[src/sv/tllq_pkg.sv]
// ============================================================================
// Three-level linked queue scheduler package
// Shared widths, command and status codes, sequencer states and the structs
// that pass between the sequencer and the top level.
// ============================================================================
package tllq_pkg;

    localparam int CMD_W = 3;
    localparam int ENT_W = 6;
    localparam int LVL_W = 2;
    localparam int STS_W = 2;
    localparam int CNT_W = 7;

    // Default table size.
    localparam int DEF_ENTRIES = 64;

    // Three real levels plus the "no level" code, so that every level code
    // indexes the level registers.
    localparam int LVL_SLOTS = 4;

    localparam logic [CMD_W-1:0] CMD_ENQ  = 3'd0;
    localparam logic [CMD_W-1:0] CMD_DEQ  = 3'd1;
    localparam logic [CMD_W-1:0] CMD_REM  = 3'd2;
    localparam logic [CMD_W-1:0] CMD_MOVE = 3'd3;
    localparam logic [CMD_W-1:0] CMD_PICK = 3'd4;

    localparam logic [STS_W-1:0] STS_OK        = 2'd0;
    localparam logic [STS_W-1:0] STS_EMPTY     = 2'd1;
    localparam logic [STS_W-1:0] STS_NOT_FOUND = 2'd2;
    localparam logic [STS_W-1:0] STS_QUEUED    = 2'd3;

    localparam logic [LVL_W-1:0] LVL_MID  = 2'd1;
    localparam logic [LVL_W-1:0] LVL_TOP  = 2'd2;
    localparam logic [LVL_W-1:0] LVL_NONE = 2'd3;

    typedef enum logic [3:0] {
        ST_CLEAR,
        ST_IDLE,
        ST_DECODE,
        ST_EVAL,
        ST_UL_P,
        ST_UL_N,
        ST_UL_E,
        ST_LINK,
        ST_LINK_T,
        ST_LINK_E,
        ST_DONE
    } t_state;

    typedef struct packed {
        logic [CMD_W-1:0] cmd;
        logic [ENT_W-1:0] entry;
        logic             entry_valid;
        logic [LVL_W-1:0] src_queue;
        logic [LVL_W-1:0] dst_queue;
    } t_cmd;

    typedef struct packed {
        logic [STS_W-1:0] status;
        logic [ENT_W-1:0] result_entry;
        logic             result_valid;
        logic [CNT_W-1:0] level_count;
    } t_result;

endpackage

[src/sv/three_level_linked_queue_scheduler.sv]
// ============================================================================
// Three-level linked queue scheduler
// Three doubly linked FIFO levels over a table of entries, with enqueue,
// dequeue, remove, move and pick-next commands; one result word per command.
// ============================================================================
//
//  Channel   Direction  Handshake            Payload
//  -------   ---------  -------------------  ---------------------------------
//  command   in         i_valid / o_ready    i_cmd, i_entry, i_entry_valid,
//                                            i_src_queue, i_dst_queue
//  result    out        o_valid / i_ready    o_status, o_result_entry,
//                                            o_result_valid, o_level_count
//
//  After reset the link table is cleared entry by entry, during which
//  o_ready stays low. Checks that fail on the level registers, and pick
//  next with no current entry, end at decode; a move from the middle of
//  a list takes the longest path: read, unlink prev, next and entry, then
//  link at the tail. The steps follow the link memory, which gives one
//  read and one write per cycle. A finished result waits in the output
//  register; the next command is taken meanwhile and stalls only at its
//  own end if the result is not taken.
//
module three_level_linked_queue_scheduler #(
    parameter int ENTRIES = tllq_pkg::DEF_ENTRIES
) (
    input  logic                        i_clk,
    input  logic                        i_rst_n,
    input  logic                        i_valid,
    output logic                        o_ready,
    input  logic [tllq_pkg::CMD_W-1:0]  i_cmd,
    input  logic [tllq_pkg::ENT_W-1:0]  i_entry,
    input  logic                        i_entry_valid,
    input  logic [tllq_pkg::LVL_W-1:0]  i_src_queue,
    input  logic [tllq_pkg::LVL_W-1:0]  i_dst_queue,
    output logic                        o_valid,
    input  logic                        i_ready,
    output logic [tllq_pkg::STS_W-1:0]  o_status,
    output logic [tllq_pkg::ENT_W-1:0]  o_result_entry,
    output logic                        o_result_valid,
    output logic [tllq_pkg::CNT_W-1:0]  o_level_count
);
    import tllq_pkg::*;

    localparam int AW = $clog2(ENTRIES);
    localparam int LW = $clog2(ENTRIES + 1);
    localparam int WW = 2 + 2 * LW;

    t_cmd          cmd;
    t_result       seq_res;
    logic          seq_idle;
    logic          seq_res_valid;
    logic          seq_res_ready;
    logic          rd_en;
    logic [AW-1:0] rd_addr;
    logic [WW-1:0] rd_data;
    logic          wr_en;
    logic [AW-1:0] wr_addr;
    logic [WW-1:0] wr_data;

    // Output register: holds a finished result until the consumer takes it.
    logic          r_out_valid;
    t_result       r_out;

    assign cmd.cmd         = i_cmd;
    assign cmd.entry       = i_entry;
    assign cmd.entry_valid = i_entry_valid;
    assign cmd.src_queue   = i_src_queue;
    assign cmd.dst_queue   = i_dst_queue;

    assign o_ready       = seq_idle;
    assign seq_res_ready = !r_out_valid || i_ready;

    tllq_seq #(
        .ENTRIES(ENTRIES)
    ) u_seq (
        .i_clk       (i_clk),
        .i_rst_n     (i_rst_n),
        .i_start     (i_valid),
        .i_cmd       (cmd),
        .o_idle      (seq_idle),
        .o_res_valid (seq_res_valid),
        .i_res_ready (seq_res_ready),
        .o_res       (seq_res),
        .o_rd_en     (rd_en),
        .o_rd_addr   (rd_addr),
        .i_rd_data   (rd_data),
        .o_wr_en     (wr_en),
        .o_wr_addr   (wr_addr),
        .o_wr_data   (wr_data)
    );

    // Each word holds an entry's level tag, prev link and next link.
    tllq_link_ram #(
        .DEPTH(ENTRIES),
        .WIDTH(WW)
    ) u_ram (
        .i_clk     (i_clk),
        .i_rd_en   (rd_en),
        .i_rd_addr (rd_addr),
        .o_rd_data (rd_data),
        .i_wr_en   (wr_en),
        .i_wr_addr (wr_addr),
        .i_wr_data (wr_data)
    );

    always_ff @(posedge i_clk) begin
        if (!i_rst_n) begin
            r_out_valid <= 1'b0;
        end else if (seq_res_valid && seq_res_ready) begin
            r_out_valid <= 1'b1;
        end else if (i_ready) begin
            r_out_valid <= 1'b0;
        end
    end

    always_ff @(posedge i_clk) begin
        if (seq_res_valid && seq_res_ready) begin
            r_out <= seq_res;
        end
    end

    assign o_valid        = r_out_valid;
    assign o_status       = r_out.status;
    assign o_result_entry = r_out.result_entry;
    assign o_result_valid = r_out.result_valid;
    assign o_level_count  = r_out.level_count;

`ifndef SYNTHESIS
    // A result names an entry exactly when the command succeeded.
    a_status_vs_entry: assert property (@(posedge i_clk) disable iff (!i_rst_n)
        o_valid |-> ((o_status == STS_OK) == o_result_valid))
        else $error("status and result_valid disagree");

    a_entry_zero: assert property (@(posedge i_clk) disable iff (!i_rst_n)
        (o_valid && !o_result_valid) |-> (o_result_entry == '0))
        else $error("result_entry not zero without an entry");

    // An accepted command occupies the sequencer for at least the next cycle.
    a_busy_after_accept: assert property (@(posedge i_clk) disable iff (!i_rst_n)
        (i_valid && o_ready) |=> !o_ready)
        else $error("command taken while sequencer busy");

    a_count_range: assert property (@(posedge i_clk) disable iff (!i_rst_n)
        o_valid |-> (o_level_count <= 7'd64))
        else $error("level count beyond table reach");
`endif

endmodule

[src/sv/tllq_link_ram.sv]
// ============================================================================
// Link table memory
// Single-port-write, single-port-read synchronous RAM with registered read.
// ============================================================================
module tllq_link_ram #(
    parameter int DEPTH = 64,
    parameter int WIDTH = 16
) (
    input  logic                     i_clk,
    input  logic                     i_rd_en,
    input  logic [$clog2(DEPTH)-1:0] i_rd_addr,
    output logic [WIDTH-1:0]         o_rd_data,
    input  logic                     i_wr_en,
    input  logic [$clog2(DEPTH)-1:0] i_wr_addr,
    input  logic [WIDTH-1:0]         i_wr_data
);

    logic [WIDTH-1:0] r_mem [DEPTH];
    logic [WIDTH-1:0] r_rd_data;

    always_ff @(posedge i_clk) begin
        if (i_wr_en) begin
            r_mem[i_wr_addr] <= i_wr_data;
        end
    end

    always_ff @(posedge i_clk) begin
        if (i_rd_en) begin
            r_rd_data <= r_mem[i_rd_addr];
        end
    end

    assign o_rd_data = r_rd_data;

endmodule

[src/sv/tllq_seq.sv]
// ============================================================================
// Queue command sequencer
// Holds the level head, tail and size registers and walks each command
// through read-modify-write steps on the link table memory.
// ============================================================================
module tllq_seq #(
    parameter int ENTRIES = 64
) (
    input  logic                       i_clk,
    input  logic                       i_rst_n,
    input  logic                       i_start,
    input  tllq_pkg::t_cmd             i_cmd,
    output logic                       o_idle,
    output logic                       o_res_valid,
    input  logic                       i_res_ready,
    output tllq_pkg::t_result          o_res,
    output logic                       o_rd_en,
    output logic [$clog2(ENTRIES)-1:0] o_rd_addr,
    input  logic [1+2*$clog2(ENTRIES+1):0] i_rd_data,
    output logic                       o_wr_en,
    output logic [$clog2(ENTRIES)-1:0] o_wr_addr,
    output logic [1+2*$clog2(ENTRIES+1):0] o_wr_data
);
    import tllq_pkg::*;

    localparam int AW = $clog2(ENTRIES);
    localparam int LW = $clog2(ENTRIES + 1);
    localparam int WW = 2 + 2 * LW;
    localparam logic [LW-1:0] LINK_NULL = LW'(ENTRIES);
    localparam logic [AW-1:0] LAST_IDX  = AW'(ENTRIES - 1);

    // Memory word: level tag, prev link, next link.
    function automatic logic [WW-1:0] pack_word(input logic [LVL_W-1:0] tag,
                                                input logic [LW-1:0] prv,
                                                input logic [LW-1:0] nxt);
        return {tag, prv, nxt};
    endfunction

    t_state            r_state, n_state;
    t_cmd              r_cmd, n_cmd;
    logic [AW-1:0]     r_head [LVL_SLOTS];
    logic [AW-1:0]     n_head [LVL_SLOTS];
    logic [AW-1:0]     r_tail [LVL_SLOTS];
    logic [AW-1:0]     n_tail [LVL_SLOTS];
    logic [CNT_W-1:0]  r_size [LVL_SLOTS];
    logic [CNT_W-1:0]  n_size [LVL_SLOTS];
    logic [AW-1:0]     r_clr_idx, n_clr_idx;
    logic [AW-1:0]     r_tgt, n_tgt;
    logic [LW-1:0]     r_p, n_p;
    logic [LW-1:0]     r_n, n_n;
    logic [STS_W-1:0]  r_status, n_status;
    logic [ENT_W-1:0]  r_res_entry, n_res_entry;
    logic              r_res_valid, n_res_valid;
    logic [LVL_W-1:0]  r_res_lvl, n_res_lvl;

    logic [LVL_W-1:0]  rd_tag;
    logic [LW-1:0]     rd_prev;
    logic [LW-1:0]     rd_next;
    logic              e_ok;
    logic [LVL_W-1:0]  src;
    logic [LVL_W-1:0]  dst;
    logic [CNT_W-1:0]  dec_size;

    assign rd_tag  = i_rd_data[WW-1 -: LVL_W];
    assign rd_prev = i_rd_data[2*LW-1 -: LW];
    assign rd_next = i_rd_data[LW-1:0];
    assign e_ok    = 32'(r_cmd.entry) < ENTRIES;
    assign src     = r_cmd.src_queue;
    assign dst     = r_cmd.dst_queue;
    assign dec_size = r_size[src] - CNT_W'(1);

    always_ff @(posedge i_clk) begin
        if (!i_rst_n) begin
            r_state   <= ST_CLEAR;
            r_clr_idx <= '0;
            for (int i = 0; i < LVL_SLOTS; i++) begin
                r_head[i] <= '0;
                r_tail[i] <= '0;
                r_size[i] <= '0;
            end
        end else begin
            r_state   <= n_state;
            r_clr_idx <= n_clr_idx;
            r_head    <= n_head;
            r_tail    <= n_tail;
            r_size    <= n_size;
        end
    end

    always_ff @(posedge i_clk) begin
        r_cmd       <= n_cmd;
        r_tgt       <= n_tgt;
        r_p         <= n_p;
        r_n         <= n_n;
        r_status    <= n_status;
        r_res_entry <= n_res_entry;
        r_res_valid <= n_res_valid;
        r_res_lvl   <= n_res_lvl;
    end

    always_comb begin
        n_state     = r_state;
        n_cmd       = r_cmd;
        n_head      = r_head;
        n_tail      = r_tail;
        n_size      = r_size;
        n_clr_idx   = r_clr_idx;
        n_tgt       = r_tgt;
        n_p         = r_p;
        n_n         = r_n;
        n_status    = r_status;
        n_res_entry = r_res_entry;
        n_res_valid = r_res_valid;
        n_res_lvl   = r_res_lvl;
        o_idle      = 1'b0;
        o_res_valid = 1'b0;
        o_rd_en     = 1'b0;
        o_rd_addr   = r_tgt;
        o_wr_en     = 1'b0;
        o_wr_addr   = r_tgt;
        o_wr_data   = pack_word(LVL_NONE, LINK_NULL, LINK_NULL);

        unique case (r_state)
            ST_CLEAR: begin
                o_wr_en   = 1'b1;
                o_wr_addr = r_clr_idx;
                n_clr_idx = r_clr_idx + AW'(1);
                if (r_clr_idx == LAST_IDX) begin
                    n_state = ST_IDLE;
                end
            end

            ST_IDLE: begin
                o_idle = 1'b1;
                if (i_start) begin
                    n_cmd   = i_cmd;
                    n_state = ST_DECODE;
                end
            end

            // Checks that need only the level registers; otherwise fetch the
            // word of the entry the command works on.
            ST_DECODE: begin
                n_status    = STS_EMPTY;
                n_res_valid = 1'b0;
                n_res_entry = '0;
                n_res_lvl   = LVL_NONE;
                n_state     = ST_DONE;
                n_tgt       = AW'(r_cmd.entry);
                unique case (r_cmd.cmd)
                    CMD_ENQ: begin
                        if (dst != LVL_NONE) begin
                            n_res_lvl = dst;
                            if (!e_ok) begin
                                n_status = STS_NOT_FOUND;
                            end else begin
                                n_state = ST_EVAL;
                            end
                        end
                    end
                    CMD_DEQ: begin
                        if (src != LVL_NONE && r_size[src] != '0) begin
                            n_tgt   = r_head[src];
                            n_state = ST_EVAL;
                        end
                    end
                    CMD_REM: begin
                        if (src != LVL_NONE && r_size[src] != '0) begin
                            n_res_lvl = src;
                            if (!e_ok) begin
                                n_status = STS_NOT_FOUND;
                            end else begin
                                n_state = ST_EVAL;
                            end
                        end
                    end
                    CMD_MOVE: begin
                        if (src != LVL_NONE && dst != LVL_NONE) begin
                            n_res_lvl = dst;
                            if (r_size[src] == '0) begin
                                n_status = STS_EMPTY;
                            end else if (!e_ok) begin
                                n_status = STS_NOT_FOUND;
                            end else begin
                                n_state = ST_EVAL;
                            end
                        end
                    end
                    CMD_PICK: begin
                        n_res_lvl = LVL_TOP;
                        if (!r_cmd.entry_valid) begin
                            if (r_size[LVL_TOP] != '0) begin
                                n_status    = STS_OK;
                                n_res_valid = 1'b1;
                                n_res_entry = ENT_W'(r_head[LVL_TOP]);
                            end
                        end else if (!e_ok) begin
                            n_status = STS_NOT_FOUND;
                        end else begin
                            n_state = ST_EVAL;
                        end
                    end
                    default: begin
                        n_state = ST_DONE;
                    end
                endcase
                o_rd_en   = (n_state == ST_EVAL);
                o_rd_addr = n_tgt;
            end

            // The target word is on the read port.
            ST_EVAL: begin
                n_p = rd_prev;
                n_n = rd_next;
                n_state = ST_DONE;
                priority if (r_cmd.cmd == CMD_ENQ) begin
                    if (rd_tag != LVL_NONE) begin
                        n_status = STS_QUEUED;
                    end else begin
                        n_state = ST_LINK;
                    end
                end else if (r_cmd.cmd == CMD_PICK) begin
                    n_status    = STS_OK;
                    n_res_valid = 1'b1;
                    if (rd_next == LINK_NULL) begin
                        if (r_size[LVL_TOP] != '0) begin
                            n_res_entry = ENT_W'(r_head[LVL_TOP]);
                        end else if (r_size[LVL_MID] != '0) begin
                            n_res_entry = ENT_W'(r_head[LVL_MID]);
                        end else begin
                            n_status    = STS_EMPTY;
                            n_res_valid = 1'b0;
                        end
                    end else if (r_size[LVL_TOP] != '0 && rd_tag == LVL_MID) begin
                        n_res_entry = ENT_W'(r_head[LVL_TOP]);
                    end else begin
                        n_res_entry = ENT_W'(rd_next);
                    end
                end else if (r_cmd.cmd != CMD_DEQ && rd_tag != src) begin
                    n_status = STS_NOT_FOUND;
                end else begin
                    // Start unlinking: fix the neighbors first.
                    if (rd_prev != LINK_NULL) begin
                        o_rd_en   = 1'b1;
                        o_rd_addr = AW'(rd_prev);
                        n_state   = ST_UL_P;
                    end else if (rd_next != LINK_NULL) begin
                        o_rd_en   = 1'b1;
                        o_rd_addr = AW'(rd_next);
                        n_state   = ST_UL_N;
                    end else begin
                        n_state = ST_UL_E;
                    end
                end
            end

            ST_UL_P: begin
                o_wr_en   = 1'b1;
                o_wr_addr = AW'(r_p);
                o_wr_data = pack_word(rd_tag, rd_prev, r_n);
                if (r_n != LINK_NULL) begin
                    o_rd_en   = 1'b1;
                    o_rd_addr = AW'(r_n);
                    n_state   = ST_UL_N;
                end else begin
                    n_state = ST_UL_E;
                end
            end

            ST_UL_N: begin
                o_wr_en   = 1'b1;
                o_wr_addr = AW'(r_n);
                o_wr_data = pack_word(rd_tag, r_p, rd_next);
                n_state   = ST_UL_E;
            end

            ST_UL_E: begin
                o_wr_en = 1'b1;
                if (r_p == LINK_NULL && r_n != LINK_NULL) begin
                    n_head[src] = AW'(r_n);
                end
                if (r_n == LINK_NULL && r_p != LINK_NULL) begin
                    n_tail[src] = AW'(r_p);
                end
                n_size[src] = dec_size;
                if (dec_size == '0) begin
                    n_head[src] = '0;
                    n_tail[src] = '0;
                end
                if (r_cmd.cmd == CMD_MOVE) begin
                    n_state = ST_LINK;
                end else begin
                    n_status    = STS_OK;
                    n_res_valid = 1'b1;
                    n_res_entry = ENT_W'(r_tgt);
                    n_res_lvl   = src;
                    n_state     = ST_DONE;
                end
            end

            ST_LINK: begin
                if (r_size[dst] == '0) begin
                    o_wr_en     = 1'b1;
                    o_wr_data   = pack_word(dst, LINK_NULL, LINK_NULL);
                    n_head[dst] = r_tgt;
                    n_tail[dst] = r_tgt;
                    n_size[dst] = CNT_W'(1);
                    n_status    = STS_OK;
                    n_res_valid = 1'b1;
                    n_res_entry = ENT_W'(r_tgt);
                    n_res_lvl   = dst;
                    n_state     = ST_DONE;
                end else begin
                    o_rd_en   = 1'b1;
                    o_rd_addr = r_tail[dst];
                    n_state   = ST_LINK_T;
                end
            end

            ST_LINK_T: begin
                o_wr_en   = 1'b1;
                o_wr_addr = r_tail[dst];
                o_wr_data = pack_word(rd_tag, rd_prev, LW'(r_tgt));
                n_state   = ST_LINK_E;
            end

            ST_LINK_E: begin
                o_wr_en     = 1'b1;
                o_wr_data   = pack_word(dst, LW'(r_tail[dst]), LINK_NULL);
                n_tail[dst] = r_tgt;
                n_size[dst] = r_size[dst] + CNT_W'(1);
                n_status    = STS_OK;
                n_res_valid = 1'b1;
                n_res_entry = ENT_W'(r_tgt);
                n_res_lvl   = dst;
                n_state     = ST_DONE;
            end

            ST_DONE: begin
                o_res_valid = 1'b1;
                if (i_res_ready) begin
                    n_state = ST_IDLE;
                end
            end

            default: begin
                n_state = ST_IDLE;
            end
        endcase
    end

    // The level code LVL_NONE selects a size register that always holds zero.
    assign o_res.status       = r_status;
    assign o_res.result_entry = r_res_valid ? r_res_entry : '0;
    assign o_res.result_valid = r_res_valid;
    assign o_res.level_count  = r_size[r_res_lvl];

endmodule

[config.mk]
export PLATFORM = sky130hd
export DESIGN_NAME = three_level_linked_queue_scheduler
export DESIGN_NICKNAME = d
export VERILOG_FILES = /design/src/sv/tllq_pkg.sv /design/src/sv/three_level_linked_queue_scheduler.sv /design/src/sv/tllq_link_ram.sv /design/src/sv/tllq_seq.sv
export SDC_FILE = /design/constraint.sdc
export NUM_CORES = 2
export LEC_CHECK = 0
export ABC_AREA = 0
export BUFFER_PORTS_ARGS = -buffer_cell sky130_fd_sc_hd__buf_2
export CORE_MARGIN = 2
export CORE_UTILIZATION = 30
export CTS_BUF_LIST = sky130_fd_sc_hd__clkbuf_16
export DETAILED_ROUTE_END_ITERATION = 8
export GPL_TIMING_DRIVEN = 0
export HOLD_SLACK_MARGIN = 0.06
export PLACE_DENSITY = 0.42
export SYNTH_ARGS = -nofsm -noshare
export SYNTH_HDL_FRONTEND = slang
export SYNTH_HIERARCHICAL = 1
export SYNTH_SLANG_ARGS = --single-unit
export TNS_END_PERCENT = 20
[constraint.sdc]
create_clock -name i_clk -period 6.9 [get_ports i_clk]
set_input_delay 1.035 -clock i_clk [delete_from_list [all_inputs] [get_ports i_clk]]
set_output_delay 1.035 -clock i_clk [all_outputs]
set_load 0.05 [all_outputs]
After elaboration in Yosys (flattened, before gate mapping)
Memory sizes are Yosys's and may differ from the RTL's. A register that Yosys moved wholly into a read port is not among the register bits.
Cells that the tools add are included.

word-level totals
  register bits after elaboration = 148
  memory bits (writable) = 1024
  input bits = 18
  output and inout port bits = 18
  word-level logic and storage cells = 255
  memories kept = 1

cells by class
  $add $sub $neg = 3
  $lt $le $gt $ge = 5
  eq/ne operators = 39
  muxes and demuxes = 133
  bitwise logic cells = 9
  reduce and logical (&&, ||, !) cells = 34

memories
  memory       depth  bits a word  read ports  clocked after memory_dff  wr ports  line                 text
  u_ram.r_mem  64     16           1           1                         1         tllq_link_ram.sv:18  logic [WIDTH-1:0] r_mem [DEPTH];

operator list
  kind                number
  $mux 24             8
  $mux 6              26
  $bwmux 24           4
  $pmux 28 s3         1
  $pmux 16 s5         1
  $and 24x24->24      3
  $pmux 24 s3         1
  $mux 4              15
  $bwmux 28           2
  $mux 7              8
  $not 24->24         2
  $pmux 24 s2         1
  $pmux 6 s4          2
  $pmux 4 s11         1
  $bmux 7 s2          3
  $mux 2              17
  $pmux 6 s5          1
  $demux 7 s2         2
  $mux 28             1
  $ne 7x7->1 const B  4
  $mux 1              27
  $bmux 6 s2          2
  $demux 6 s2         2
  $eq 7x7->1 const B  3
  other kinds (47)    86

Logic depth before layout (Yosys ltp)
  word-level depth = 11
  depth in mapped cells = 20
  depth with buffers taken out = 13

Hierarchy
Netlist, hierarchy kept.

modules (own cells, without submodules)
  module                              times used  cells each  area an instance (µm²)  sequential area each (µm²)
  tllq_link_ram                       1           1820        40138.5                 31230.0
  tllq_seq                            1           1102        9226.3                  2992.9
  three_level_linked_queue_scheduler  1           21          538.0                   500.5

Least setup slack after synthesis
Ideal clock, no wire load.

  path type = register to register
  from = reg u_seq.r_state[0]
  to = mem u_ram.r_mem[0][4] (data pin)
  library setup time = 0.702 ns
  arrival time = 3.835 ns
  data required time = 6.198 ns
  setup slack = 2.364 ns
  stages on the path, launching flop included = 6
  path buffers = 3
  cell sequence = dfxtp_1 > clkbuf_1 > clkbuf_1 > clkbuf_1 > mux2i_1 > o21ai_0

between the ends
  longest elaborated chain between the ends = 2
  elaborated cells between the ends (all ways) = 6
  those cells by class = 5 x eq/ne; 1 x mux

RTL lines
  what                                      line                                      text
  from (decl)                               tllq_seq.sv:39                            t_state r_state, n_state;
  from (signal assigned)                    tllq_seq.sv:82                            r_state <= n_state;
  $eq 4x4->1 or $eq 4x3->1 (tied branches)  tllq_seq.sv:123                           unique case (r_state)
  $pmux 16 s5 *                             tllq_seq.sv:123
  named net wr_data[4]                      three_level_linked_queue_scheduler.sv:58  logic [WW-1:0] wr_data;
  to (decl)                                 tllq_link_ram.sv:18

Mark *: on every way through the listed nets, which the timed path passes. The rest lies on a longest branch.

Worst setup path after layout
  from = reg u_seq.r_cmd (netlist bit u_seq/dst[1])
  to = reg u_ram.r_rd_data[0] (netlist: u_ram/o_rd_data[0]), read port of u_ram.r_mem (data pin)

between the ends
  longest elaborated chain between the ends = 7
  elaborated cells between the ends (all ways) = 19
  those cells by class = 2 x eq/ne; 14 x mux; 1 x bitwise; 2 x reduce/logical

RTL lines
  what                                        line                                      text
  from (decl)                                 tllq_seq.sv:40                            t_cmd r_cmd, n_cmd;
  from (signal assigned)                      tllq_seq.sv:91                            r_cmd <= n_cmd;
  $not 2->3 (not written as such) *           tllq_seq.sv:302, tllq_seq.sv:315
  $bmux 7 s2                                  tllq_seq.sv:302                           if (r_size[dst] == '0) begin
  $mux 7 (not written as such) (2 in series)  tllq_seq.sv:302
  $logic_not 7->1                             tllq_seq.sv:302
  $mux 6 *                                    tllq_seq.sv:302
  $pmux 6 s4 *                                tllq_seq.sv:123
  named net rd_addr[4]                        three_level_linked_queue_scheduler.sv:54  logic [AW-1:0] rd_addr;
  to (decl)                                   tllq_link_ram.sv:19                       logic [WIDTH-1:0] r_rd_data;

Mark *: on every way through the listed nets, which the timed path passes. The rest lies on a longest branch. The select of a mux whose other input is x is not followed.
A chain may end at the register's enable or synchronous reset.

==> impl_metrics.toml <==
[final_layout]
nets = 3225
finish.cell_count_without_fillers = 5503
finalInstanceArea_um2 = 58900
nFillCells = 15500
postLayoutCoreUtil = 0.357
drive_above_1_share = 0.236
areaGrowthSynthToFinish_pct = 18.1

[floorplanning]
placementRows = 149
io_pins = 36
design.die.area_um2 = 170000
design.core.area_um2 = 165000
dieWidth_um = 412
die_y_um = 412
floorplan.initialDensity = 0.302

[pwr]
clkPwrFrac = 0.471
ir_drop_mv = 0.241
p_per_area_nw_per_um2 = 253
power_switching_mw = 3.08
cellLeakagePower_nw = 18.0
total_power_mw = 14.9
intPower_mw = 11.8
power.share.switching = 0.207
seqPwrFrac = 0.522
combPwrFrac = 0.007

[placed_design]
gp_routability_congestion = 0.928
port_buffers = 35
place_area_um2 = 54600
dp_slack_ps = -463
dpl.hpwl_mm = 116
dp_cells = 5250

[min_path]
min-delay-path-class = "in2reg"

[synthesis]
syn_inst = 2943
synth_enable_flop_cells = 1101
synthesis.area_um2 = 49900
sequential_share_of_the_synthesized_area = 0.696
post_synth.cell_area_avg_um2 = 17.0
synth.ff_latch_count = 1184
synth_warnings = 6
postSynth.topFlopCell = "sky130_fd_sc_hd__edfxtp_1"
ys_async_sr_fraction = 0
yosysUniqueCellTypes = 95
synth_fp_nets = 2966

[clock_tree]
htree_levels = 4
tritoncts.num_buffers = 138
ctsHoldBuffers = 0
cts_root_buffer = "sky130_fd_sc_hd__clkbuf_16"
cts.sinks = 1184
cts_max_path_buffers = 3
worst_setup_hold_path_clk_slew_ps = 60
cts_tree = "built"
clk-insertion-delay-late_ps = 770

[sta]
timing_max_transition_violations_final = 0
post-route-worst-setup-slack_ps = 294
fin_worst_skew_ps = 45.6
period_needed_ps = 6610
grt_setup_unrepaired = "false"
final_hold_viol_count = 0
tightestPinTransition_ps = 1340
post-route-period-util = 0.957
worst_rel_slew_slack = 0.0997
report.final.setup_viol = 0
max_freq_mhz = 151

[grt]
first_global_vias = 29900
grt_first_pass_wirelength_mm = 230
grt_overflow_total = 0
number_of_antenna_violations_at_the_first_check_in_global_routing = 5
pin_count_of_the_biggest_net_entering_global_routing = 65
grt_use_total = 0.191

[routing]
met3_wirelength_mm = 9.05
initialDrtViolationCount = 2968
drt.antenna.violating_nets = 0
met2_length_mm = 81.1
detailedRoute.firstPassIterationCount = 6
m1WireLength_mm = 68.0
postRouteWirelength_mm = 163
via_count = 29500
drt-wirelength-per-cell_um = 29.6
drt_drc_violations_left = 0
vias_per_cell = 5.35
top_layer_used = "met5"

[setup_path]
worstSetupEndpointType = "flip-flop"
kind_of_start_point_of_the_critical_path = "flip-flop"
critPathKind = "reg2reg"
worst-path-max-fanout = 10
timing.critical_path.required_ps = 7310
cp.arrival_ps = 7020

[flow_run]
cap_viol_max_count = 0

[run_status]
run_status = "finished, final reports clean"
-- synth_stat cells, drive strengths merged (9+ instances only) --
master	n	area share
or2	10	0.0013
a21oi	69	0.0072
a22oi	66	0.0099
a222oi	12	0.0024
and3	9	0.0011
dfxtp	83	0.033
o221ai	13	0.0023
inv	36	0.0027
nand3b	13	0.0020
o211ai	11	0.0017
or3	9	0.0012
nor3	20	0.0020
o21ai	144	0.014
and2	12	0.0016
a211o	13	0.0023
edfxtp	1101	0.66
nor4	9	0.0016
a311oi	13	0.0023
a31oi	67	0.0084
clkbuf	126	0.0095
a221oi	31	0.0056
nand3	54	0.0054
nand4	10	0.0013
nor2b	40	0.0050
nor2	177	0.013
nand2	139	0.011
a211oi	11	0.0019
o22ai	21	0.0026
and4	10	0.0018
mux2	14	0.0032
mux4	252	0.11
nand2b	12	0.0017
buf	82	0.012
mux2i	147	0.029
-- metrics by stage --
step           setup TNS [ps]  hold slack (ps)
5_1_grt                     0              417
6_report                    0              466
3_3_place_gp          -807990              503
4_1_cts                     0              404
3_5_place_dp            -4210              492
2_1_floorplan               0              400
-- critical path, stage by stage (launching register included) --
cell and delay [ps]:
sky130_fd_sc_hd__edfxtp_1 560, sky130_fd_sc_hd__clkbuf_1 450, sky130_fd_sc_hd__mux4_2 440, sky130_fd_sc_hd__inv_1 90, sky130_fd_sc_hd__ha_1 140, sky130_fd_sc_hd__nor2b_1 160
sky130_fd_sc_hd__clkbuf_1 380, sky130_fd_sc_hd__nand2_1 360, sky130_fd_sc_hd__mux2_2 370, sky130_fd_sc_hd__nand2_1 60, sky130_fd_sc_hd__nand4_1 720, sky130_fd_sc_hd__clkbuf_1 540
sky130_fd_sc_hd__nor2_1 800, sky130_fd_sc_hd__a22oi_1 160, sky130_fd_sc_hd__and3_1 260, sky130_fd_sc_hd__nor4_1 760
-- logic make-up after synthesis --
logic type               Yosys count  synth area share
flip-flops                      1184             0.696
AND/OR/NAND/NOR                  546            0.0539
AO/OA/AOI/OAI                    535            0.0751
multiplexers                     413             0.147
buffers and inverters            245            0.0247
XOR/XNOR                          15           0.00263
adder cells (fa/ha/maj)            5           0.00125
-- path summary, 6_finish.rpt --
check | cells past startpoint | to | startpoint | slack [ps]
worst max-delay path | 15 | u_ram/o_rd_data[0] | u_seq/dst[1] | 290
worst min-delay path | 1 | u_seq/r_cmd[5] | i_entry[0] | 470
worst max register to register | 15 | u_ram/o_rd_data[0] | u_seq/dst[1] | 290
worst min register to register | 2 | u_seq/r_size[22] | u_seq/r_size[22] | 500
-- flip-flops by register name, summed over array words and instances (netlist names), 6 cells and up --
signal / count
o_level_count: 7
u_seq/r_clr_idx: 6
u_seq/r_size: 28
u_seq/r_tail: 24
o_result_entry: 6
u_seq/r_cmd: 10
u_seq/r_n: 7
u_ram/o_rd_data: 16
u_seq/r_p: 7
u_ram/r_mem: 1024
u_seq/r_head: 20
u_seq/r_res_entry: 6
u_seq/r_tgt: 6
-- cell type report --
class	count	area, µm²	area share
Antenna cell	1	2.50	0.0000425
Buffer	207	1090	0.0186
Clock buffer	140	3500	0.0594
Clock inverter	111	848	0.0144
Inverter	37	139	0.00236
Multi-Input combinational cell	1514	14200	0.241
Sequential cell	1184	34700	0.589
Tap cell	2189	2740	0.0465
Timing Repair Buffer	120	1690	0.0287
-- power by group through the flow --
| stage | Sequential (mW) | Clock [mW] | Combinational (mW) |
|---|---|---|---|
| finish | 7.77 | 7.01 | 0.109 |
| global route | 7.77 | 7.47 | 0.115 |
| CTS | 7.77 | 7.21 | 0.110 |
| detailed placement | 7.92 | 0 | 0.109 |
| global placement | 7.92 | 0 | 0.0924 |
| floorplan | 7.92 | 0 | 0.0484 |
-- timing repair --
item / 4_1_cts / 5_1_grt
hold endpoints to repair: 0 / 0
pin swaps: 0 / 1
resized for setup: 3 / 3
setup endpoints to repair: 14 / 10
buffers inserted: 0 / 2
-- metal layers --
layer | global-route usage | vias up
li1 | - | 12500
met1 | 0.247 | 15600
met2 | 0.325 | 1038
met3 | 0.0345 | 243
met4 | 0.0560 | 4
met5 | 0 | -
-- cells in the final DEF, fill, tap and decap left out, drive strengths merged, types with 21 or more instances in the layout --
cell type,n
clkinv,66
nand3,54
buf,201
nand2,139
edfxtp,1101
mux2i,147
a31oi,67
clkbuf,266
nor2b,40
a22oi,66
a221oi,31
dfxtp,83
a21oi,69
nor2,177
inv,70
mux4,252
o21ai,144
o22ai,21
Note: power is estimated with default switching activity, not from simulation.
